## config.mk

```make
export PLATFORM = sky130hd
export DESIGN_NAME = sfa_front
export DESIGN_NICKNAME = d
export VERILOG_FILES = /design/src/design/sfa_pkg.sv /design/src/design/sfa_front.sv
export SDC_FILE = /design/constraint.sdc
export NUM_CORES = 1
export LEC_CHECK = 0
export BUFFER_PORTS_ARGS = -buffer_cell sky130_fd_sc_hd__buf_2
export CAP_MARGIN = 20
export CORE_MARGIN = 2
export CORE_UTILIZATION = 49
export CTS_CLUSTER_DIAMETER = 200
export DETAILED_ROUTE_END_ITERATION = 10
export HOLD_SLACK_MARGIN = 0.02
export PLACE_DENSITY = 0.76
export RECOVER_POWER = 25
export SLEW_MARGIN = 5
export SYNTH_ARGS = -nofsm -noshare
export SYNTH_HDL_FRONTEND = slang
export SYNTH_SLANG_ARGS = --single-unit
export TNS_END_PERCENT = 30
```

## constraint.sdc

```tcl
create_clock -name clk -period 5.1 [get_ports clk]
set_clock_uncertainty 0.15 [all_clocks]
set_input_delay 0.765 -clock clk [delete_from_list [all_inputs] [get_ports clk]]
set_output_delay 0.765 -clock clk [all_outputs]
set_load 0.02 [all_outputs]
```

## src/design/sfa_pkg.sv

```systemverilog
// ----------------------------------------------------------------------------
// sfa_pkg
// Shared types and constants for the signed fixed-width ALU.
// ----------------------------------------------------------------------------
`default_nettype none
package sfa_pkg;

  localparam int unsigned WIDTH_DEF = 64;
  localparam int unsigned PORT_W    = 64;

  typedef enum logic [2:0] {
    ACT_ADD = 3'd0,
    ACT_SUB = 3'd1,
    ACT_NEG = 3'd2,
    ACT_ABS = 3'd3,
    ACT_MUL = 3'd4,
    ACT_DIV = 3'd5,
    ACT_CMP = 3'd6
  } action_t;

  typedef struct packed {
    logic        valid;
    logic [2:0]  act;
    logic        q_neg;
    logic        r_neg;
    logic        derr;
    logic        s;
    logic        v;
    logic        z;
  } ctl_t;

endpackage
`default_nettype wire

```

## src/design/sfa_front.sv

```systemverilog
// ----------------------------------------------------------------------------
// sfa_front
// Input stage: masks operands, forms simple results, compare flags and the
// operands of the multiply and divide cell row.
// ----------------------------------------------------------------------------
`default_nettype none
module sfa_front #(
  parameter int unsigned WIDTH = sfa_pkg::WIDTH_DEF
) (
  input  wire logic                        clk,
  input  wire logic                        rst_n,
  input  wire logic                        adv,
  input  wire logic                        in_valid,
  input  wire logic [2:0]                  in_action,
  input  wire logic [sfa_pkg::PORT_W-1:0]  in_operand_a,
  input  wire logic [sfa_pkg::PORT_W-1:0]  in_operand_b,
  output sfa_pkg::ctl_t                    ctl_o,
  output logic [WIDTH-1:0]                 dq_o,
  output logic [WIDTH-1:0]                 rem_o,
  output logic [WIDTH-1:0]                 mb_o,
  output logic [WIDTH-1:0]                 mcand_o,
  output logic [WIDTH-1:0]                 mplier_o,
  output logic [WIDTH-1:0]                 prod_o
);

  sfa_pkg::ctl_t    ctl_r, ctl_nxt;
  logic [WIDTH-1:0] dq_r, dq_nxt, mb_r, mb_nxt;
  logic [WIDTH-1:0] mcand_r, mcand_nxt, mplier_r, mplier_nxt, prod_r, prod_nxt;
  logic [WIDTH-1:0] a, b, diff, neg_a, neg_b, mag_a, mag_b;

  always_comb begin
    a      = in_operand_a[WIDTH-1:0];
    b      = in_operand_b[WIDTH-1:0];
    diff   = a - b;
    neg_a  = '0 - a;
    neg_b  = '0 - b;
    mag_a  = a[WIDTH-1] ? neg_a : a;
    mag_b  = b[WIDTH-1] ? neg_b : b;

    ctl_nxt       = '0;
    ctl_nxt.valid = in_valid;
    ctl_nxt.act   = in_action;
    dq_nxt        = '0;
    mb_nxt        = '0;
    mcand_nxt     = '0;
    mplier_nxt    = '0;
    prod_nxt      = '0;

    case (sfa_pkg::action_t'(in_action))
      sfa_pkg::ACT_ADD: prod_nxt = a + b;
      sfa_pkg::ACT_SUB: prod_nxt = diff;
      sfa_pkg::ACT_NEG: prod_nxt = neg_a;
      sfa_pkg::ACT_ABS: prod_nxt = mag_a;
      sfa_pkg::ACT_MUL: begin
        mcand_nxt  = a;
        mplier_nxt = b;
      end
      sfa_pkg::ACT_DIV: begin
        dq_nxt        = mag_a;
        mb_nxt        = mag_b;
        ctl_nxt.q_neg = a[WIDTH-1] ^ b[WIDTH-1];
        ctl_nxt.r_neg = a[WIDTH-1];
        ctl_nxt.derr  = (b == '0);
      end
      sfa_pkg::ACT_CMP: begin
        ctl_nxt.s = diff[WIDTH-1];
        ctl_nxt.v = ((a ^ b) & (a ^ diff)) >> (WIDTH - 1) != '0;
        ctl_nxt.z = (diff == '0);
      end
      default: ;
    endcase
  end

  always_ff @(posedge clk) begin
    if (!rst_n) begin
      ctl_r <= '0;
    end else if (adv) begin
      ctl_r <= ctl_nxt;
    end
  end

  always_ff @(posedge clk) begin
    if (adv) begin
      dq_r     <= dq_nxt;
      mb_r     <= mb_nxt;
      mcand_r  <= mcand_nxt;
      mplier_r <= mplier_nxt;
      prod_r   <= prod_nxt;
    end
  end

  assign ctl_o    = ctl_r;
  assign dq_o     = dq_r;
  assign rem_o    = '0;
  assign mb_o     = mb_r;
  assign mcand_o  = mcand_r;
  assign mplier_o = mplier_r;
  assign prod_o   = prod_r;

endmodule
`default_nettype wire

```

==> results, run 1 <==
- The synthesized-area fraction occupied by ao, oa, aoi and oai cells is between 10% and 20%.
- The horizontal extent of the die is 230 µm.
- Summed over all instances, the cell type with the most area after synthesis is sky130_fd_sc_hd__edfxtp_1.
- The peak per-stage delay on the critical path is between 0.6 and 0.7 ns.
- The share of synthesized registers carrying an async set or reset is 0%.
- At the end of routability-driven placement, the weighted congestion stood at between 0.9 and 1.
- The flip-flop and latch count after synthesis is 330.
- The highest fanout seen on the critical path is 4.
- The clock tree synthesis step divided the H-tree into 2 levels.
- In this run, post-CTS hold repair placed 0 buffers.
- The final count of hold timing violations is 0.
- Counting I/O delays and the setup requirement, the final critical path takes roughly 5 ns.
- The kind of capture point of the worst setup path is a register.
- By area, the combinational part of the netlist is dominated by compound AO/OA/AOI/OAI gates.
- The total wirelength of the detailed-routed design is approximately 100000 µm.
- The final reports fail on capacitance limit, slew limit.
- The tightest slew margin relative to the limit is -42.3%.
- The sequential group share of total power is approximately 37%.
- Dividing the synthesized area by the synthesized cell count gives around 9 µm².
- The synthesized cell area is between 20000 and 25000 µm².
- The I/O pin total is 529.
- The register area share after synthesis is between 30% and 40%.
- After detailed routing, the average wire length per cell comes to approximately 24 µm.
- The portion of total power attributed to combinational logic is around a third.
- From synthesis to final layout, the design area changed by 27.7%.
- The count of nets left with antenna violations once routing finished came out at 0.
- STA classifies the critical path startpoint as a primary input.
- The final hold slack is roughly 0.35 ns.
- The reported net switching power is a little over 0.003 W.
- The cell count after synthesis is 2771.
- Fill cells in the final layout number ~4400.
- The number of max-slew violations in the final report is approximately 100.
- The cell row count is 82.
- The setup fix buffers added after clock tree synthesis is 0.
- The length of the first detailed-routing pass in iterations is 6.
- The final period utilization is a little over nine tenths.
- The top cell type by area accounts for approximately 38% of the synthesized area.
- The run finished, with violations left.
- The library cells used most frequently in the layout, excluding fill and tap cells, are 470 x sky130_fd_sc_hd__buf_4, 320 x sky130_fd_sc_hd__edfxtp_1, 306 x sky130_fd_sc_hd__nor2_1, 291 x sky130_fd_sc_hd__buf_2.
- Among all flip-flop cells after synthesis, the most frequent one is sky130_fd_sc_hd__edfxtp_1.
- The count of port buffers added during placement is about 460.
- TritonCTS built the clock tree.
- The critical path goes through buf_2 > buf_4 > inv_1 > ha_1 > a21oi_1 > o21ai_0 > buf_4 > a2111oi_0 > nand4_1 > a2111oi_0 > buf_4 > o2111a_1 > o2111ai_1 > or4_4 > or4b_1 > o31ai_1.
- The switching share of power is 34.4%.
- For this configuration, the core starts out at a cell density of 49.7%.
- The total via count in the routed design is roughly 26000.
- The max-capacitance violation count is 3.
- In this run the static leakage power is ~13 nW.
- The setup total negative slack is 0 ns.
- At the worst endpoint, the required time is about 5.4 ns.
- The most common cell after layout, fill and taps aside is sky130_fd_sc_hd__buf_4.
- In this run the power density over the cells is 275 nW/µm².
- The number of failing setup endpoints in the final timing report is 0.
- The clock sink count is 330.
- The die covers ~53000 µm².
- The slowest stage cell on the critical path is sky130_fd_sc_hd__a2111oi_0.
- The number of nets in the final layout is about 3800.
- The sum of net half-perimeters after detailed placement is 78600 µm.
- Derived from the worst setup path, the maximum achievable clock frequency is around 200 MHz.
- For this block, the initial DRC count from the detailed router was approximately 3000.
- Yosys mapped a number of flops with a built-in enable equal to 320.
- The transition at the pin with the smallest max-transition slack is between 2 and 2.5 ns.
- The maximum number of pins on one net before global-route repair is 90.
- The cell-internal power is around 0.0058 W.
- The worst hold path class is reg2reg.
- The via count of the first global-routing pass came to around 25000.
- Measured along the y axis, the die boundary spans approximately 230 µm.
- The first global-routing pass estimated between 150000 and 200000 µm of wire.
- The total DRC errors in the routed layout is 0.
- The completed layout was analyzed and its total power is 0.00877 W.
- Clock-pin slew was measured on the worst setup and hold paths at around 0.07 ns.
- Yosys printed 0 warnings.
- The clock share of power is about 30%.
- The total core area is 50300 µm².
- The non-filler instance count after layout is around 4300.
- Global routing used 37.2% of the available tracks.
- By area the synthesized netlist is led by sky130_fd_sc_hd__edfxtp_1 38%, sky130_fd_sc_hd__ha_1 6.5%, sky130_fd_sc_hd__xnor2_1 5.6%.
- The cell that appears most often on the critical path is sky130_fd_sc_hd__buf_4.
- CTS placed an instance of sky130_fd_sc_hd__clkbuf_16 at the clock tree root.
- The global route total overflow is 0.
- The longest clock path from root to sink contains 3 buffers.
- The number of buffers created by CTS is 37.
- After Yosys synthesis, and, or, nand and nor cells account for 18.7% of the synthesized area.
- The post-layout utilization of the core is about 63%.
- The fraction of the mapped netlist area in adder cells is between 6 and 7%.
- The number of vias per cell is 6.05.
- In this run, placement finished with an instance count of ~4200.
- The number of antenna violations at the first check in global routing is 2.
- At the later pin of the worst-skew pair, clock insertion delay measures ~0.56 ns.
- The worst path arrival time is around 5.3 ns.
- The share of layout cells above drive strength 1 is between 20 and 25%.
- The worst-case IR drop observed on VDD is approximately 0.00022 V.
- The area share of xor/xnor cells in the synthesized design is between 8 and 9%.
- The number of different library cells used by synthesis comes to 83.
- The mux cell area share after synthesis is less than 1%.
- The critical path is of the in2reg type.
- Setup repair after global routing could not meet its margin everywhere.
-- critical path, delay by kind of cell --
family | cells | cell delay, ns
adders and majority gates | 1 | 0.32
buffers and inverters | 5 | 0.75
AOI/OAI and AO/OA | 7 | 2.26
and+or+nand+nor | 3 | 1.17
-- registers in the layout, summed over array words and instances, names as in the netlist --
signal / cells
ctl_o: 10
dq_o: 64
mb_o: 64
mcand_o: 64
mplier_o: 64
prod_o: 64
-- through the flow --
stage	setup WS, ns	area (µm²)
after floorplan	0.156	25200
after global placement	-0.583	30900
after detailed placement	-0.649	30900
after CTS	0.0318	32100
after global routing	-0.0884	31900
final	0.146	31900
-- final cells by class --
cell class	count	area [µm²]	area share, %
Timing Repair Buffer	940	5730	18.0
Tap cell	672	841	2.64
Clock inverter	20	168	0.526
Antenna cell	2	5.00	0.0157
Multi-Input combinational cell	2129	13800	43.3
Clock buffer	44	995	3.12
Sequential cell	330	9810	30.8
Inverter	139	522	1.64
-- power by group through the flow --
stage               clock, W  sequential (W)  combinational, W
floorplan                  0         0.00358           0.00130
global placement           0         0.00333           0.00280
detailed placement         0         0.00333           0.00281
CTS                  0.00264         0.00328           0.00283
global route         0.00273         0.00329           0.00304
finish               0.00262         0.00328           0.00287
-- timing repair --
item,in CTS,in global routing
resized for setup,2,7
cloned,0,0
pin swaps,0,3
setup endpoints to repair,1,7
-- Yosys cell counts (38+ instances only) --
cell type and count:
sky130_fd_sc_hd__inv_1 135, sky130_fd_sc_hd__o31ai_1 60, sky130_fd_sc_hd__buf_4 65, sky130_fd_sc_hd__nor4_1 94, sky130_fd_sc_hd__o22ai_1 38, sky130_fd_sc_hd__nand4_1 47
sky130_fd_sc_hd__clkbuf_1 154, sky130_fd_sc_hd__xnor2_1 161, sky130_fd_sc_hd__edfxtp_1 320, sky130_fd_sc_hd__nand2_1 180, sky130_fd_sc_hd__ha_1 129, sky130_fd_sc_hd__o21bai_1 40
sky130_fd_sc_hd__nor3_1 44, sky130_fd_sc_hd__xor2_1 93, sky130_fd_sc_hd__nand3_1 40, sky130_fd_sc_hd__nor2_1 307, sky130_fd_sc_hd__and2_1 74, sky130_fd_sc_hd__a21oi_1 172
sky130_fd_sc_hd__o21ai_0 168
-- per-layer routing --
layer  vias up  part of all wire [%]  GRT usage, %
met5         -                     0             0
met4         0                   4.2          15.1
met3       263                   8.3          5.69
met2      1416                    47          61.3
met1     12500                    41          49.1
li1      11700                     -             -
-- kinds of logic after synthesis --
family                     count (synthesis)
xor gates and xnor gates                 254
AOI/OAI and AO/OA                        730
muxes                                     14
other                                      1
and+or+nand+nor                          936
DFF                                      330
buffers and inverters                    375
adders and majority gates                131
-- final timing paths --
check / startpoint / end / slack (ns) / depth (start not counted)
max: in_operand_b[18] / ctl_o[0] / 0.15 / 16
min: ctl_o[4] / ctl_o[4] / 0.35 / 2
max reg2reg: ctl_o[2] / ctl_o[2] / 4.19 / 3
min reg2reg: ctl_o[4] / ctl_o[4] / 0.35 / 2
(Power assumes the default switching activity.)
==> run 2, diff against run 1 <==
- REMOVE_ABC_BUFFERS: unset -> 1
==> run 2 against run 1 <==
The flow still finishes with violations (capacitance limit, slew limit). Wire length rose by 0.56%. Clock-buffer cell count fell by 5. Combinational power barely moved. Critical endpoint is now mb_o[58]. Largest cell class unchanged. Largest power group unchanged.
==> results, run 2 (synthesis gave the netlist of run 1 again) <==
- The area growth from synthesis to layout is 26.3%.
- The clock network burns 29.7% of the power.
- The die span in y is between 200 and 250 µm.
- The global-route usage over all layers is 37.3%.
- The filler cell count is 4418.
- The level count of the clock H-tree is 2.
- The checks that failed: capacitance limit, slew limit.
- The kind of capture point of the worst setup path is a register.
- The clock net in this run drives a total of 330 sinks.
- The final period utilization is 98.0%.
- The number of inserted diodes is 0.
- The length of the first detailed-routing pass in iterations is 6.
- The last weighted congestion value of the routability-driven placer is around 1.
- In this run the clock root is driven by a sky130_fd_sc_hd__clkbuf_16.
- The startpoint class of the critical path is a primary input.
- The worst path arrival time is around 5.2 ns.
- The cell row count is 82.
- TritonCTS built the clock tree.
- Across the VDD grid, the largest voltage drop is approximately 0.00024 V.
- Along the worst path, the maximum fanout reaches 5.
- The portion of total power attributed to combinational logic is 32.6%.
- The total wirelength of the detailed-routed design is 103000 µm.
- In this run the deepest clock path goes through 3 buffers.
- The setup total negative slack is 0 ns.
- The most critical setup path has its startpoint at in_operand_b[2].
- Across all hold checks on the routed design, the worst slack comes to about 0.34 ns.
- The switching share of power is ~34%.
- Total power for the finished layout comes to slightly below 0.009 W.
- The run finished, with violations left.
- Setup repair after global routing left no endpoint under its margin.
- After the first detailed-routing iteration, the DRC count stood at between 2000 and 3000.
- The number of antenna violations at the first check in global routing is 2.
- The classification of the worst setup path is in2reg.
- The capturing element of the worst setup path is mb_o[58].
- Clock-pin slew was measured on the worst setup and hold paths at roughly 0.060 ns.
- For this run, the number of standard cells in the final layout without fillers is 4232.
- The launching point of the worst reg2reg path is ctl_o[0].
- The average wire per cell in the routed design is approximately 24 µm.
- The final count of hold timing violations is 0.
- Setup violations remaining at the end of the flow were counted as 0.
- Data on the critical path is required at its endpoint by 5.26 ns.
- The tightest min-delay check is of the in2reg type.
- The initial cell density of the core is between 40% and 50%.
- Once placement completed, the tool counted placed cells totaling 4172.
- The most common cell after layout, fill and taps aside is sky130_fd_sc_hd__buf_4.
- Measured in cells, the most critical reg-to-reg path has a length of 2.
- The via count of the first global-routing pass is 25000.
- The horizontal extent of the die is approximately 230 µm.
- The die outline area is between 50000 and 60000 µm².
- After floorplanning, the core was sized to cover ~50000 µm².
- Across the whole layout, storage elements account for 9810 µm².
- Of the cells placed in the final design, the portion with a size suffix greater than 1 is 23.5%.
- The tightest slew margin relative to the limit is -36.5%.
- The clock latency on the worst-skew pair is ~0.57 ns.
- The maximum number of pins on one net before global-route repair is 77.
- The number of max-slew violations in the final report is 29.
- The sequential group share of total power is a little under two fifths.
- The count of port buffers added during placement is 464.
- In the layout the commonest cells are 434 x sky130_fd_sc_hd__buf_4, 320 x sky130_fd_sc_hd__edfxtp_1, 306 x sky130_fd_sc_hd__nor2_1, 285 x sky130_fd_sc_hd__buf_2, 183 x sky130_fd_sc_hd__clkbuf_1.
- The slack of the critical path is roughly 0.10 ns.
- For the pin with the worst max-slew slack, the measured transition is 2.05 ns.
- For this run the aggregate overflow at the end of global routing stands at 0.
- In the final design database the tool counted approximately 3800 nets.
- The area of the multi-input gates is 13800 µm².
- The endpoint of the most critical register-to-register path is ctl_o[0].
- The top achievable clock speed is ~200 MHz.
- The internal portion of the total power is approximately 0.0057 W.
- Power spread over the standard cell area amounts to 276 nW/µm².
- Clock tree synthesis inserted a total of 35 buffers.
- Summed over all cells, the static leakage comes to roughly 13 nW.
- Summed over all nets, the half-perimeter wirelength after detailed placement is 78400 µm.
- For the finished layout, the period the worst path requires is 5.00 ns.
- The reported net switching power is around 0.0030 W.
- The remaining antenna violation count after routing is 0.
- The first-pass GRT wire length is between 150000 and 200000 µm.
- At the placement stage, the worst setup path has a slack of -0.767 ns.
- For flop-to-flop paths, the worst setup slack is ~4.2 ns.
- For this run, design rule violations remaining after detail routing come to 0.
- The I/O pin total is between 500 and 600.
- Max-cap violations in this run came to 1.
- After detailed routing, the number of vias per cell comes to 6.09.
- The total via count in the routed design is ~26000.
[run 2: changes by cell type in the layout (fill, tap and decap cells not counted), moves of 3 or more]
cell,delta
sky130_fd_sc_hd__buf_4,-36
sky130_fd_sc_hd__clkbuf_1,+3
sky130_fd_sc_hd__buf_2,-6
sky130_fd_sc_hd__clkinv_2,+6
sky130_fd_sc_hd__clkbuf_16,-4
sky130_fd_sc_hd__clkinv_1,-6
[run 2: routing by layer]
layer  vias up  track usage (%)  share of wire [%]
met1     12400             50.6                 41
met5         -                0              0.015
met3       251             6.37                9.1
met4         2             12.7                3.7
li1      11600                -                  -
met2      1607             60.6                 46
[run 2: what timing repair did]
action	4_1_cts	5_1_grt
endpoints found under the setup margin	1	4
gates resized for setup	3	11
pin swaps	2	7
setup buffers	0	1
hold buffers	0	0
[run 2: final cells by class]
cell class / instances / area share (%)
clock inverter: 20 / 0.694
inverter: 139 / 1.65
tap: 672 / 2.66
clock buffer: 39 / 2.85
multi-input combinational: 2129 / 43.8
sequential: 330 / 31.1
timing repair buffer: 903 / 17.2
[run 2: how the worst min path moves through the flow]
stage	startpoint	end	slack, ns	cells past startpoint
floorplan	ctl_o[4]	ctl_o[4]	0.40	2
global placement	ctl_o[4]	ctl_o[4]	0.32	2
detailed placement	ctl_o[5]	ctl_o[5]	0.32	2
CTS	in_valid	ctl_o[9]	0.32	3
global route	in_valid	ctl_o[9]	0.35	3
finish	in_valid	ctl_o[9]	0.34	3
[run 2: critical path, cell delays in order]
cell and delay [ns]:
sky130_fd_sc_hd__buf_2 0.13, sky130_fd_sc_hd__or4_4 0.58, sky130_fd_sc_hd__nor3_1 0.22, sky130_fd_sc_hd__buf_4 0.21
sky130_fd_sc_hd__nand3_1 0.27, sky130_fd_sc_hd__or4_1 0.58, sky130_fd_sc_hd__nor3_1 0.17, sky130_fd_sc_hd__buf_4 0.15
sky130_fd_sc_hd__nand2_1 0.11, sky130_fd_sc_hd__or3_1 0.45, sky130_fd_sc_hd__or3_1 0.39, sky130_fd_sc_hd__or4_1 0.58
sky130_fd_sc_hd__o31ai_1 0.31, sky130_fd_sc_hd__xnor2_1 0.17, sky130_fd_sc_hd__nor2_1 0.06
[run 2: stage by stage]
step	util, %	area [µm²]
3_5_place_dp	60.9	30600
3_3_place_gp	60.9	30600
5_1_grt	62.8	31600
2_1_floorplan	-	24100
4_1_cts	63.2	31700
6_report	62.8	31600
[run 2: power by group through the flow]
| stage | logic, W | registers [W] | clock network, W |
|---|---|---|---|
| 2_1_floorplan | 0.00120 | 0.00359 | 0 |
| 3_3_place_gp | 0.00277 | 0.00331 | 0 |
| 3_5_place_dp | 0.00278 | 0.00332 | 0 |
| 4_1_cts | 0.00280 | 0.00327 | 0.00261 |
| 5_1_grt | 0.00300 | 0.00329 | 0.00270 |
| 6_report | 0.00284 | 0.00327 | 0.00259 |
