<file path="src/design/sfa_pkg.sv">
// ----------------------------------------------------------------------------
// sfa_pkg
// Shared types and constants for the signed fixed-width ALU.
// ----------------------------------------------------------------------------
`default_nettype none
package sfa_pkg;

  localparam int unsigned WIDTH_DEF = 64;
  localparam int unsigned PORT_W    = 64;

  typedef enum logic [2:0] {
    ACT_ADD = 3'd0,
    ACT_SUB = 3'd1,
    ACT_NEG = 3'd2,
    ACT_ABS = 3'd3,
    ACT_MUL = 3'd4,
    ACT_DIV = 3'd5,
    ACT_CMP = 3'd6
  } action_t;

  typedef struct packed {
    logic        valid;
    logic [2:0]  act;
    logic        q_neg;
    logic        r_neg;
    logic        derr;
    logic        s;
    logic        v;
    logic        z;
  } ctl_t;

endpackage
`default_nettype wire

</file>
<file path="src/design/sfa_cell.sv">
// ----------------------------------------------------------------------------
// sfa_cell
// One cell of the row: one restoring divide step and one shift-add
// multiply step per cycle while adv lets the pipe advance.
// ----------------------------------------------------------------------------
`default_nettype none
module sfa_cell #(
  parameter int unsigned WIDTH = sfa_pkg::WIDTH_DEF
) (
  input  wire logic               clk,
  input  wire logic               rst_n,
  input  wire logic               adv,
  input  sfa_pkg::ctl_t           ctl_i,
  input  wire logic [WIDTH-1:0]   dq_i,
  input  wire logic [WIDTH-1:0]   rem_i,
  input  wire logic [WIDTH-1:0]   mb_i,
  input  wire logic [WIDTH-1:0]   mcand_i,
  input  wire logic [WIDTH-1:0]   mplier_i,
  input  wire logic [WIDTH-1:0]   prod_i,
  output sfa_pkg::ctl_t           ctl_o,
  output logic [WIDTH-1:0]        dq_o,
  output logic [WIDTH-1:0]        rem_o,
  output logic [WIDTH-1:0]        mb_o,
  output logic [WIDTH-1:0]        mcand_o,
  output logic [WIDTH-1:0]        mplier_o,
  output logic [WIDTH-1:0]        prod_o
);

  sfa_pkg::ctl_t    ctl_r;
  logic [WIDTH-1:0] dq_r, dq_nxt, rem_r, rem_nxt, mb_r;
  logic [WIDTH-1:0] mcand_r, mplier_r, prod_r, prod_nxt;
  logic [WIDTH:0]   trial, diff;
  logic             qbit;

  always_comb begin
    trial   = {rem_i, dq_i[WIDTH-1]};
    diff    = trial - {1'b0, mb_i};
    qbit    = !diff[WIDTH];
    rem_nxt = qbit ? diff[WIDTH-1:0] : trial[WIDTH-1:0];
    dq_nxt  = {dq_i[WIDTH-2:0], qbit};
    prod_nxt = mplier_i[0] ? prod_i + mcand_i : prod_i;
  end

  always_ff @(posedge clk) begin
    if (!rst_n) begin
      ctl_r <= '0;
    end else if (adv) begin
      ctl_r <= ctl_i;
    end
  end

  always_ff @(posedge clk) begin
    if (adv) begin
      dq_r     <= dq_nxt;
      rem_r    <= rem_nxt;
      mb_r     <= mb_i;
      mcand_r  <= {mcand_i[WIDTH-2:0], 1'b0};
      mplier_r <= {1'b0, mplier_i[WIDTH-1:1]};
      prod_r   <= prod_nxt;
    end
  end

  assign ctl_o    = ctl_r;
  assign dq_o     = dq_r;
  assign rem_o    = rem_r;
  assign mb_o     = mb_r;
  assign mcand_o  = mcand_r;
  assign mplier_o = mplier_r;
  assign prod_o   = prod_r;

endmodule
`default_nettype wire

</file>
<file path="config.mk">
export PLATFORM = sky130hd
export DESIGN_NAME = sfa_cell
export DESIGN_NICKNAME = d
export VERILOG_FILES = /design/src/design/sfa_pkg.sv /design/src/design/sfa_cell.sv
export SDC_FILE = /design/constraint.sdc
export NUM_CORES = 1
export LEC_CHECK = 0
export BUFFER_PORTS_ARGS = -buffer_cell sky130_fd_sc_hd__buf_2
export CORE_AREA = 2 2 311 313
export DETAILED_ROUTE_END_ITERATION = 16
export DIE_AREA = 0 0 313 315
export PLACE_DENSITY = 0.49
export SETUP_SLACK_MARGIN = 0.05
export SLEW_MARGIN = 20
export SYNTH_ARGS = -nofsm -noshare
export SYNTH_HDL_FRONTEND = slang
export SYNTH_SLANG_ARGS = --single-unit
</file>
<file path="constraint.sdc">
create_clock -name clk -period 6.4 [get_ports clk]
set_input_delay 1.28 -clock clk [delete_from_list [all_inputs] [get_ports clk]]
set_output_delay 1.28 -clock clk [all_outputs]
set_load 0.02 [all_outputs]
</file>
==> Implementation_results.wiki, run 1 <==
{| class="wikitable"
! Metric !! Value
|-
| Outcome || finished, final reports clean
|-
| Peak supply drop || 225.1 uV
|-
| Synth Area per Inst || 11.64 um2
|-
| Peak Freq || 203.3 MHz
|-
| Number of setup buffers added after CTS || 0
|-
| Final GP Congestion || 0.8658
|-
| Number of max-capacitance violations reported || 0
|-
| Final Hold Vio Count || 0
|-
| Total GRT Usage || 15.27%
|-
| Library cell used as clock root buffer || sky130_fd_sc_hd__clkbuf_16
|-
| Async S/R FF share, synth || 0%
|-
| CP arrival || 5280 ps
|-
| Critical Path RT || 6760 ps
|-
| Effective utilization at floorplan || 21.81%
|-
| Synth cell types || 71
|-
| Final antenna-violating net count || 0
|-
| Sequential cell area fraction in the yosys report || 55.90%
|-
| Worst Setup End Kind || register
|-
| Setup CP Type || in -> reg
|-
| DR DRC count || 0
|-
| Fill cell total of the finished layout || 10200
|-
| Number of nets in the finished design || 3093
|-
| Clock buffer count from CTS || 50
|-
| Number of primary I/O pins || 791
|-
| Kind of start point of the critical path || input port
|-
| Largest net degree at the start of global routing || 124
|-
| Leakage || 12.03 nW
|-
| Count of endpoints failing setup in the final report || 0
|-
| H-tree depth || 2
|-
| Yosys top cell by area || sky130_fd_sc_hd__edfxtp_1
|-
| Grt total ovfl || 0
|-
| Worst slew slack as a fraction of its limit || 31.68%
|-
| Cells after DPL || 3791
|-
| Fraction of layout instances using a drive strength above 1 || 36.03%
|-
| Total number of vias || 17140
|-
| Count of buffers from port buffering || 788
|-
| Post-synth top area share || 54.94%
|-
| Row count || 114
|-
| Cell with the most instances after synthesis || sky130_fd_sc_hd__edfxtp_1
|-
| Post-CTS Resized || 0
|-
| Dpl cell area || 26220 um2
|-
| Worst clock skew || 0 ps
|-
| Final period utilization || 76.86%
|-
| Starting DRC count in detailed routing || 1073
|-
| Die area || 98600 um2
|-
| Minimum clock period after layout || 4919 ps
|-
| Die height || 315 um
|-
| RSZ-0062 raised after global routing || false
|-
| Area growth syn-to-layout || 33.39%
|-
| Commonest cells post-synth || sky130_fd_sc_hd__edfxtp_1 (382), sky130_fd_sc_hd__nand2_1 (164), sky130_fd_sc_hd__a21oi_1 (155), sky130_fd_sc_hd__o21ai_0 (129), sky130_fd_sc_hd__ha_1 (127)
|-
| Clock tree from TritonCTS || yes
|-
| Largest cells by area after synthesis || sky130_fd_sc_hd__edfxtp_1 (55%), sky130_fd_sc_hd__ha_1 (7.6%), sky130_fd_sc_hd__a21oi_1 (3.7%)
|-
| Number of flops mapped to enable cells by yosys || 382
|-
| Number of global-route vias before repair || 17230
|-
| Final Max Slew Viols || 0
|-
| Area inside the core boundary || 95710 um2
|-
| Cell Pwr Density || 284.8 nW/um2
|-
| Class of the tightest hold or removal check || reg -> reg
|-
| Hold buffer count at CTS || 0
|-
| Worst-margin pin slew || 1025 ps
|-
| Post-synthesis instance area || 20880 um2
|-
| Highest net fanout along the worst path || 4
|-
| Width of the die || 313 um
|-
| Clock Sinks || 392
|-
| Insertion delay to the later sink of the worst-skew pair || 630 ps
|-
| First-pass GRT wire length || 111.6 mm
|-
| Detailed placement HPWL || 64.53 mm
|-
| Number of standard cells in the final layout excluding fillers || 3885
|-
| Number of antenna violations at the first check in global routing || 25
|-
| Synth Register Bits || 392
|-
| Via density || 4.411
|-
| Finished layout cell area || 27850 um2
|-
| Primary FF master, synth || sky130_fd_sc_hd__edfxtp_1
|-
| Clock-pin slew on the worst setup and hold paths || 60 ps
|-
| Initial DRT Pass Iterations || 7
|-
| Synth warnings || 0
|-
| Max clock buf depth || 3
|-
| Total negative setup slack || 0 ps
|-
| Post-detailed-route wirelength per cell || 20.51 um
|-
| Mapped Cells || 1794
|-
| Routed WL || 79.68 mm
|}
[path summary, 6_finish.rpt]
| path | startpoint | endpoint | depth (start not counted) | slack [ps] |
|---|---|---|---|---|
| max | mcand_i[0] | prod_o[62] | 14 | 1480 |
| min | ctl_o[6] | ctl_o[6] | 2 | 510 |
| max reg2reg | ctl_o[1] | ctl_o[1] | 2 | 5780 |
| min reg2reg | ctl_o[6] | ctl_o[6] | 2 | 510 |
[per-stage QoR]
| step | hold slack (ps) | utilization, % | worst slack, ps | power, mW |
|---|---|---|---|---|
| floorplan | 589.5 | - | 1884 | 4.377 |
| global placement | 493.1 | 27.40 | 863.5 | 5.156 |
| detailed placement | 503.1 | 27.40 | 794.0 | 5.156 |
| CTS | 517.4 | 29.09 | 1461 | 8.070 |
| global route | 536.6 | 29.10 | 1337 | 8.310 |
| finish | 514.5 | 29.10 | 1481 | 7.931 |
[critical path, cell delays in order]
cell                       delay [ps]
sky130_fd_sc_hd__buf_2            120
sky130_fd_sc_hd__ha_1             220
sky130_fd_sc_hd__fa_1             410
sky130_fd_sc_hd__a21o_1           210
sky130_fd_sc_hd__a221o_1          360
sky130_fd_sc_hd__a21oi_1          390
sky130_fd_sc_hd__o31ai_1          260
sky130_fd_sc_hd__o211ai_1         490
sky130_fd_sc_hd__o21bai_1         200
sky130_fd_sc_hd__a31oi_1          530
sky130_fd_sc_hd__o41ai_1          190
sky130_fd_sc_hd__a21o_1           210
sky130_fd_sc_hd__xor2_1           130
sky130_fd_sc_hd__mux2_2           260
[routing by layer]
| layer | share of wire (%) | vias up | track usage, % |
|---|---|---|---|
| li1 | - | 8264 | - |
| met1 | 36 | 8057 | 15.55 |
| met2 | 52 | 654 | 28.25 |
| met3 | 9.7 | 136 | 6.289 |
| met4 | 2.9 | 24 | 4.752 |
| met5 | 0.17 | - | 0 |
[flip-flops by register name, indices dropped and copies added, names as in the netlist]
signal,count
dq_o,64
mb_o,64
prod_o,64
rem_o,64
mcand_o,63
mplier_o,63
ctl_o,10
[report_power, final]
part	internal, mW	switching [mW]	total [mW]	leakage (nW)
Sequential	3.13	0.0662	3.20	3.82
Clock	1.66	1.19	2.85	0.800
Combinational	0.670	1.21	1.88	7.41
[cell usage in the layout (no fill, tap or decap), types with 7 or more instances in the layout]
cell,n
sky130_fd_sc_hd__nand4_1,34
sky130_fd_sc_hd__nor2_1,66
sky130_fd_sc_hd__nand2_1,164
sky130_fd_sc_hd__mux2_2,56
sky130_fd_sc_hd__dfxtp_1,10
sky130_fd_sc_hd__a21o_1,75
sky130_fd_sc_hd__a211o_1,8
sky130_fd_sc_hd__nand3_1,29
sky130_fd_sc_hd__o21bai_1,28
sky130_fd_sc_hd__a211oi_1,8
sky130_fd_sc_hd__and2_1,10
sky130_fd_sc_hd__inv_1,103
sky130_fd_sc_hd__a31oi_1,19
sky130_fd_sc_hd__clkbuf_16,51
sky130_fd_sc_hd__nand2b_1,10
sky130_fd_sc_hd__clkinv_1,8
sky130_fd_sc_hd__a21oi_1,155
sky130_fd_sc_hd__xnor2_1,61
sky130_fd_sc_hd__ha_1,127
sky130_fd_sc_hd__o21a_1,16
sky130_fd_sc_hd__nor3_1,21
sky130_fd_sc_hd__o21ai_0,129
sky130_fd_sc_hd__edfxtp_1,382
sky130_fd_sc_hd__o31ai_1,8
sky130_fd_sc_hd__clkbuf_1,8
sky130_fd_sc_hd__clkinv_2,11
sky130_fd_sc_hd__xor2_1,53
sky130_fd_sc_hd__buf_2,786
sky130_fd_sc_hd__mux2i_1,14
sky130_fd_sc_hd__o31a_1,7
sky130_fd_sc_hd__nor2b_1,22
sky130_fd_sc_hd__and3_1,11
sky130_fd_sc_hd__o211ai_1,9
[layout make-up]
type	instances	area [um2]	share of cell area (%)
sequential	392	11670	41.91
multi-input combinational	1225	8511	30.56
timing repair buffer	794	4051	14.55
tap	1276	1597	5.733
clock buffer	59	1306	4.690
inverter	104	390.4	1.402
clock inverter	32	315.3	1.132
antenna	3	7.507	0.02696
[cell families after synthesis]
logic type / after synthesis / synth area share (%)
buffers and inverters: 178 / 3.362
other: 1 / 0.01796
multiplexers: 70 / 3.692
XOR/XNOR: 114 / 4.782
flip-flops: 392 / 55.90
AO/OA/AOI/OAI: 514 / 15.50
AND/OR/NAND/NOR: 396 / 8.936
adder cells (fa/ha/maj): 129 / 7.803
Power figures use the tool's default switching activity.
==> inputs of run 2 (changes only) <==
PLACE_DENSITY = 0.51   (was 0.49)
clock period = 4.3 ns   (was 6.4 ns; I/O delays follow)
==> Implementation_results.wiki, run 2 (synthesis gave the netlist of run 1 again) <==
{| class="wikitable"
! Metric !! Value
|-
| Class of the tightest hold or removal check || in -> reg (was reg -> reg)
|-
| Total GRT Usage || 15.76% (was 15.27%)
|-
| Clock-pin slew on the worst setup and hold paths || 60 ps (about the same)
|-
| Maximum cell stage delay along the critical path || 550 ps (was 530 ps)
|-
| Insertion delay to the later sink of the worst-skew pair || 600 ps (was 630 ps)
|-
| Area growth syn-to-layout || 38.81% (was 33.39%)
|-
| Largest net degree at the start of global routing || 87 (was 124)
|-
| Number of max-capacitance violations reported || 0 (unchanged)
|-
| Number of primary I/O pins || 791 (unchanged)
|-
| Cell Pwr Density || 411.6 nW/um2 (was 284.8 nW/um2)
|-
| Fraction of layout instances using a drive strength above 1 || 39.56% (was 36.03%)
|-
| Cells after DPL || 3940 (was 3791)
|-
| Final period utilization || 91.83%
|-
| H-tree depth || 2 (unchanged)
|-
| Via density || 4.396 (was 4.411)
|-
| Number of antenna violations at the first check in global routing || 30 (was 25)
|-
| Detailed placement HPWL || 67.57 mm (was 64.53 mm)
|-
| Die height || 315 um (unchanged)
|-
| Number of global-route vias before repair || 17710 (was 17230)
|-
| Highest net fanout along the worst path || 4 (unchanged)
|-
| Fill cell total of the finished layout || 10090 (was 10200)
|-
| Slowest cell on the critical path || sky130_fd_sc_hd__o311ai_0 (was sky130_fd_sc_hd__a31oi_1)
|-
| Worst clock skew || 0 ps (unchanged)
|-
| Clock Sinks || 392 (unchanged)
|-
| Count of endpoints failing setup in the final report || 0 (unchanged)
|-
| Final Max Slew Viols || 0 (unchanged)
|-
| Starting DRC count in detailed routing || 976 (was 1073)
|-
| Max clock buf depth || 3 (unchanged)
|-
| Peak Freq || 253.3 MHz
|-
| Library cell used as clock root buffer || sky130_fd_sc_hd__clkbuf_16 (unchanged)
|-
| Clock tree from TritonCTS || yes (unchanged)
|-
| Minimum clock period after layout || 3949 ps
|-
| Most repeated library cell on the critical path || sky130_fd_sc_hd__a21oi_1 (was sky130_fd_sc_hd__a21o_1)
|-
| Finished layout cell area || 28980 um2 (was 27850 um2)
|-
| Worst-margin pin slew || 837.1 ps (was 1025 ps)
|-
| CP cell instances || buf_2 -> ha_1 -> fa_1 -> a21o_1 -> a221o_1 -> a21oi_1 -> o311ai_0 -> o2111ai_1 -> a21oi_1 -> nor2_1 -> o31ai_1 -> buf_4 -> a21oi_1 -> xnor2_1 -> mux2_2 (was buf_2 -> ha_1 -> fa_1 -> a21o_1 -> a221o_1 -> a21oi_1 -> o31ai_1 -> o211ai_1 -> o21bai_1 -> a31oi_1 -> o41ai_1 -> a21o_1 -> xor2_1 -> mux2_2)
|-
| Peak supply drop || 309.7 uV (was 225.1 uV)
|-
| Final worst slack || 351.5 ps (was 1481 ps)
|-
| Row count || 114 (unchanged)
|-
| First-pass GRT wire length || 114.4 mm (was 111.6 mm)
|-
| Kind of start point of the critical path || input port (unchanged)
|-
| Number of setup buffers added after CTS || 0 (unchanged)
|-
| Outcome || finished, final reports clean (unchanged)
|-
| Dpl cell area || 27380 um2 (was 26220 um2)
|-
| Die area || 98600 um2 (unchanged)
|-
| Count of buffers from port buffering || 788 (unchanged)
|-
| Width of the die || 313 um (unchanged)
|-
| Routed WL || 81.69 mm (was 79.68 mm)
|-
| Post-layout utilization of the core || 30.28% (was 29.10%)
|-
| Most common cell after layout, fill and taps aside || sky130_fd_sc_hd__buf_2 (unchanged)
|-
| Commonest non-fill, non-tap cells in the layout || sky130_fd_sc_hd__buf_2 (786), sky130_fd_sc_hd__edfxtp_1 (382), sky130_fd_sc_hd__nand2_1 (164) (unchanged)
|-
| Setup CP Type || in -> reg (unchanged)
|-
| Number of cells on the worst hold path || 1 (was 2)
|-
| Final antenna-violating net count || 0 (unchanged)
|-
| DR DRC count || 0 (unchanged)
|-
| Initial DRT Pass Iterations || 5 (was 7)
|-
| Worst slew slack as a fraction of its limit || 44.19% (was 31.68%)
|-
| Grt total ovfl || 0 (unchanged)
|-
| Hold buffer count at CTS || 0 (unchanged)
|-
| Effective utilization at floorplan || 21.81% (unchanged)
|-
| Critical Path RT || 4650 ps (was 6760 ps)
|-
| Final Hold Vio Count || 0 (unchanged)
|-
| CP arrival || 4290 ps (was 5280 ps)
|-
| RSZ-0062 raised after global routing || false (unchanged)
|-
| Worst Setup Slack post-DPL || -331.0 ps (was 794.0 ps)
|-
| Area inside the core boundary || 95710 um2 (unchanged)
|-
| Final GP Congestion || 0.8684 (was 0.8658)
|-
| Depth of the worst register-to-register path || 2 (unchanged)
|-
| Total number of vias || 17720 (was 17140)
|-
| Leakage || 12.72 nW (was 12.03 nW)
|-
| Fin Hold WS || 419.1 ps (was 514.5 ps)
|-
| Number of nets in the finished design || 3241 (was 3093)
|-
| Worst Setup End Kind || register (unchanged)
|-
| Number of standard cells in the final layout excluding fillers || 4031 (was 3885)
|-
| Clock buffer count from CTS || 49 (was 50)
|-
| Post-CTS Resized || 0 (unchanged)
|-
| Post-detailed-route wirelength per cell || 20.27 um (was 20.51 um)
|}
run 2: through the flow:
step                power [mW]  TNS (ps)
floorplan                6.515         0
global placement         7.871     -6734
detailed placement       7.877     -9328
CTS                      12.14         0
global route             12.51         0
finish                   11.93         0
run 2: cell type report:
cell class                      count  area [um2]  area share [%]
Clock inverter                     30       320.3           1.105
Clock buffer                       54        1266           4.369
Timing Repair Buffer              943        5207           17.97
Multi-Input combinational cell   1225        8511           29.37
Sequential cell                   392       11670           40.27
Inverter                          104       390.4           1.347
Tap cell                         1276        1597           5.509
Antenna cell                        7       17.52         0.06044
run 2: critical path: cells and delay by family:
kind | cells | cell delay, ps
simple gates | 1 | 150
fa+ha+maj | 2 | 390
mux | 1 | 260
buf+inv | 2 | 280
xor+xnor | 1 | 120
compound gates | 8 | 2220
run 2: layer usage:
| metal | global-route usage [%] | routed length (um) |
|---|---|---|
| met5 | 0 | 146 |
| met4 | 5.187 | 2224 |
| met3 | 5.572 | 7169 |
| met2 | 29.31 | 42800 |
| met1 | 16.39 | 29350 |
run 2: final timing paths:
kind,slack (ps),to,start
setup reg to reg,3690,ctl_o[0],ctl_o[0]
hold / removal,420,mplier_o[46],mplier_i[47]
hold reg to reg,510,ctl_o[1],ctl_o[1]
setup / recovery,350,prod_o[56],mcand_i[0]
run 2: where the power goes:
part	internal, mW	total, mW	switching, mW
Combinational	1.15	2.99	1.84
Clock	2.43	4.17	1.75
Sequential	4.66	4.77	0.106
Total	8.24	11.9	3.69
==> inputs of run 3 (changes only) <==
REMOVE_ABC_BUFFERS = 1   (was not set)
==> Implementation_results.wiki, run 3 (synthesis gave the netlist of run 1 again) <==
{| class="wikitable"
! Metric !! Value
|-
| Clock buffer count from CTS || 48 (was 49)
|-
| Number of nets in the finished design || 3234 (was 3241)
|-
| Grt total ovfl || 0 (unchanged)
|-
| Kind of start point of the critical path || input port (unchanged)
|-
| Total number of vias || 17720 (about the same)
|-
| Highest net fanout along the worst path || 4 (unchanged)
|-
| Via density || 4.401 (was 4.396)
|-
| Initial DRT Pass Iterations || 5 (unchanged)
|-
| Largest net degree at the start of global routing || 81 (was 87)
|-
| Final antenna-violating net count || 0 (unchanged)
|-
| Number of global-route vias before repair || 17910 (was 17710)
|-
| Final period utilization || 91.35% (was 91.83%)
|-
| Post-CTS Resized || 0 (unchanged)
|-
| Worst clock skew || 0 ps (unchanged)
|-
| Die height || 315 um (unchanged)
|-
| Final worst slack || 371.8 ps (was 351.5 ps)
|-
| CP cell instances || buf_2 -> inv_1 -> ha_1 -> fa_1 -> nor2b_1 -> o31a_1 -> o41a_1 -> o31ai_4 -> nor4_2 -> buf_12 -> o211ai_1 -> a211o_1 -> and2_1 -> o21a_1 -> or4b_1 -> o211ai_1 (was buf_2 -> ha_1 -> fa_1 -> a21o_1 -> a221o_1 -> a21oi_1 -> o311ai_0 -> o2111ai_1 -> a21oi_1 -> nor2_1 -> o31ai_1 -> buf_4 -> a21oi_1 -> xnor2_1 -> mux2_2)
|-
| Critical Path RT || 4750 ps (was 4650 ps)
|-
| Peak Freq || 254.6 MHz (was 253.3 MHz)
|-
| Number of antenna violations at the first check in global routing || 23 (was 30)
|-
| Count of endpoints failing setup in the final report || 0 (unchanged)
|-
| Starting DRC count in detailed routing || 1113 (was 976)
|-
| Number of primary I/O pins || 791 (unchanged)
|-
| Most repeated library cell on the critical path || sky130_fd_sc_hd__o211ai_1 (was sky130_fd_sc_hd__a21oi_1)
|-
| Routed WL || 78.34 mm (was 81.69 mm)
|-
| Number of max-capacitance violations reported || 0 (unchanged)
|-
| Worst Setup Slack post-DPL || -306.6 ps (was -331.0 ps)
|-
| Cell Pwr Density || 415.4 nW/um2 (was 411.6 nW/um2)
|-
| Final GP Congestion || 0.8676 (was 0.8684)
|-
| Post-detailed-route wirelength per cell || 19.45 um (was 20.27 um)
|-
| Final Max Slew Viols || 0 (unchanged)
|-
| Area growth syn-to-layout || 39.03% (was 38.81%)
|-
| Final Hold Vio Count || 0 (unchanged)
|-
| DR DRC count || 0 (unchanged)
|-
| Worst slew slack as a fraction of its limit || 40.44% (was 44.19%)
|-
| Width of the die || 313 um (unchanged)
|-
| Category of cells accounting for the largest share of critical-path delay || compound AO/OA/AOI/OAI gates (unchanged)
|-
| Clock tree from TritonCTS || yes (unchanged)
|-
| Combined buffer and inverter count along the critical path || 3 (was 2)
|-
| Slowest cell on the critical path || sky130_fd_sc_hd__or4b_1 (was sky130_fd_sc_hd__o311ai_0)
|-
| Max clock buf depth || 3 (unchanged)
|-
| Detailed placement HPWL || 64.00 mm (was 67.57 mm)
|-
| Class of the tightest hold or removal check || in -> reg (unchanged)
|-
| First-pass GRT wire length || 112.4 mm (was 114.4 mm)
|-
| Maximum cell stage delay along the critical path || 470 ps (was 550 ps)
|-
| Insertion delay to the later sink of the worst-skew pair || 620 ps (was 600 ps)
|-
| Clock-pin slew on the worst setup and hold paths || 60 ps (about the same)
|-
| Commonest non-fill, non-tap cells in the layout || sky130_fd_sc_hd__buf_2 (786), sky130_fd_sc_hd__edfxtp_1 (382), sky130_fd_sc_hd__nand2_1 (164) (unchanged)
|-
| Count of buffers from port buffering || 788 (unchanged)
|-
| Fraction of layout instances using a drive strength above 1 || 39.50% (was 39.56%)
|-
| Library cell used as clock root buffer || sky130_fd_sc_hd__clkbuf_16 (unchanged)
|-
| Minimum clock period after layout || 3928 ps (was 3949 ps)
|-
| Clock Sinks || 392 (unchanged)
|-
| Peak supply drop || 349.2 uV (was 309.7 uV)
|-
| Area inside the core boundary || 95710 um2 (unchanged)
|-
| Die area || 98600 um2 (unchanged)
|-
| Row count || 114 (unchanged)
|-
| CP arrival || 4380 ps (was 4290 ps)
|-
| Number of setup buffers added after CTS || 0 (unchanged)
|-
| Worst Setup End Kind || register (unchanged)
|-
| Most common cell after layout, fill and taps aside || sky130_fd_sc_hd__buf_2 (unchanged)
|-
| Outcome || finished, final reports clean (unchanged)
|-
| H-tree depth || 2 (unchanged)
|-
| Leakage || 12.74 nW (was 12.72 nW)
|-
| Effective utilization at floorplan || 21.81% (unchanged)
|-
| RSZ-0062 raised after global routing || false (unchanged)
|-
| Setup CP Type || in -> reg (unchanged)
|-
| Worst-margin pin slew || 893.4 ps (was 837.1 ps)
|-
| Total GRT Usage || 15.16% (was 15.76%)
|-
| Hold buffer count at CTS || 0 (unchanged)
|-
| Power, Total || 12.06 mW (was 11.93 mW)
|}
[run 3: final timing paths]
check | cells after the start | slack [ps] | start | endpoint
worst max-delay path | 16 | 370 | dq_i[63] | rem_o[50]
worst max register to register | 2 | 3690 | ctl_o[8] | ctl_o[8]
worst min-delay path | 1 | 410 | dq_i[1] | dq_o[2]
worst min register to register | 2 | 510 | ctl_o[2] | ctl_o[2]
[run 3: worst reg2reg max path, stage by stage (launching register included)]
cell and delay (ps):
sky130_fd_sc_hd__dfxtp_1 320, sky130_fd_sc_hd__mux2i_1 130, sky130_fd_sc_hd__nor2b_1 60
[run 3: per-stage QoR]
stage	setup TNS, ps	hold slack [ps]	cells	utilization (%)	instance area (um2)
floorplan	-65210	589.3	1721	-	20570
finish	0	411.8	4027	30.33	29030
global placement	-7184	492.3	3934	28.58	27360
CTS	0	354.4	4020	30.31	29010
detailed placement	-9695	503.0	3934	28.58	27360
global route	0	363.3	4026	30.33	29020
[run 3: layout make-up]
class                   instances  area [um2]
clock inverters                35       440.4
fillers                     10090       66680
diodes                          7       17.52
well taps                    1276        1597
flip-flops and latches        392       11670
inverters                     104       390.4
repair buffers                937        5187
clock buffers                  51        1212
multi-input cells            1225        8511
[run 3: per-layer routing]
layer / track usage, % / vias up / part of all wire, %
li1: - / 8555 / -
met1: 16.72 / 8355 / 38
met2: 27.40 / 681 / 51
met3: 5.098 / 115 / 8.4
met4: 4.611 / 16 / 2.7
met5: 0 / - / 0.13
[run 3: where the power goes]
part / switching, mW / total, mW / internal (mW)
logic: 1.83 / 2.97 / 1.15
registers: 0.105 / 4.77 / 4.66
clock network: 1.77 / 4.32 / 2.55
total: 3.70 / 12.1 / 8.36
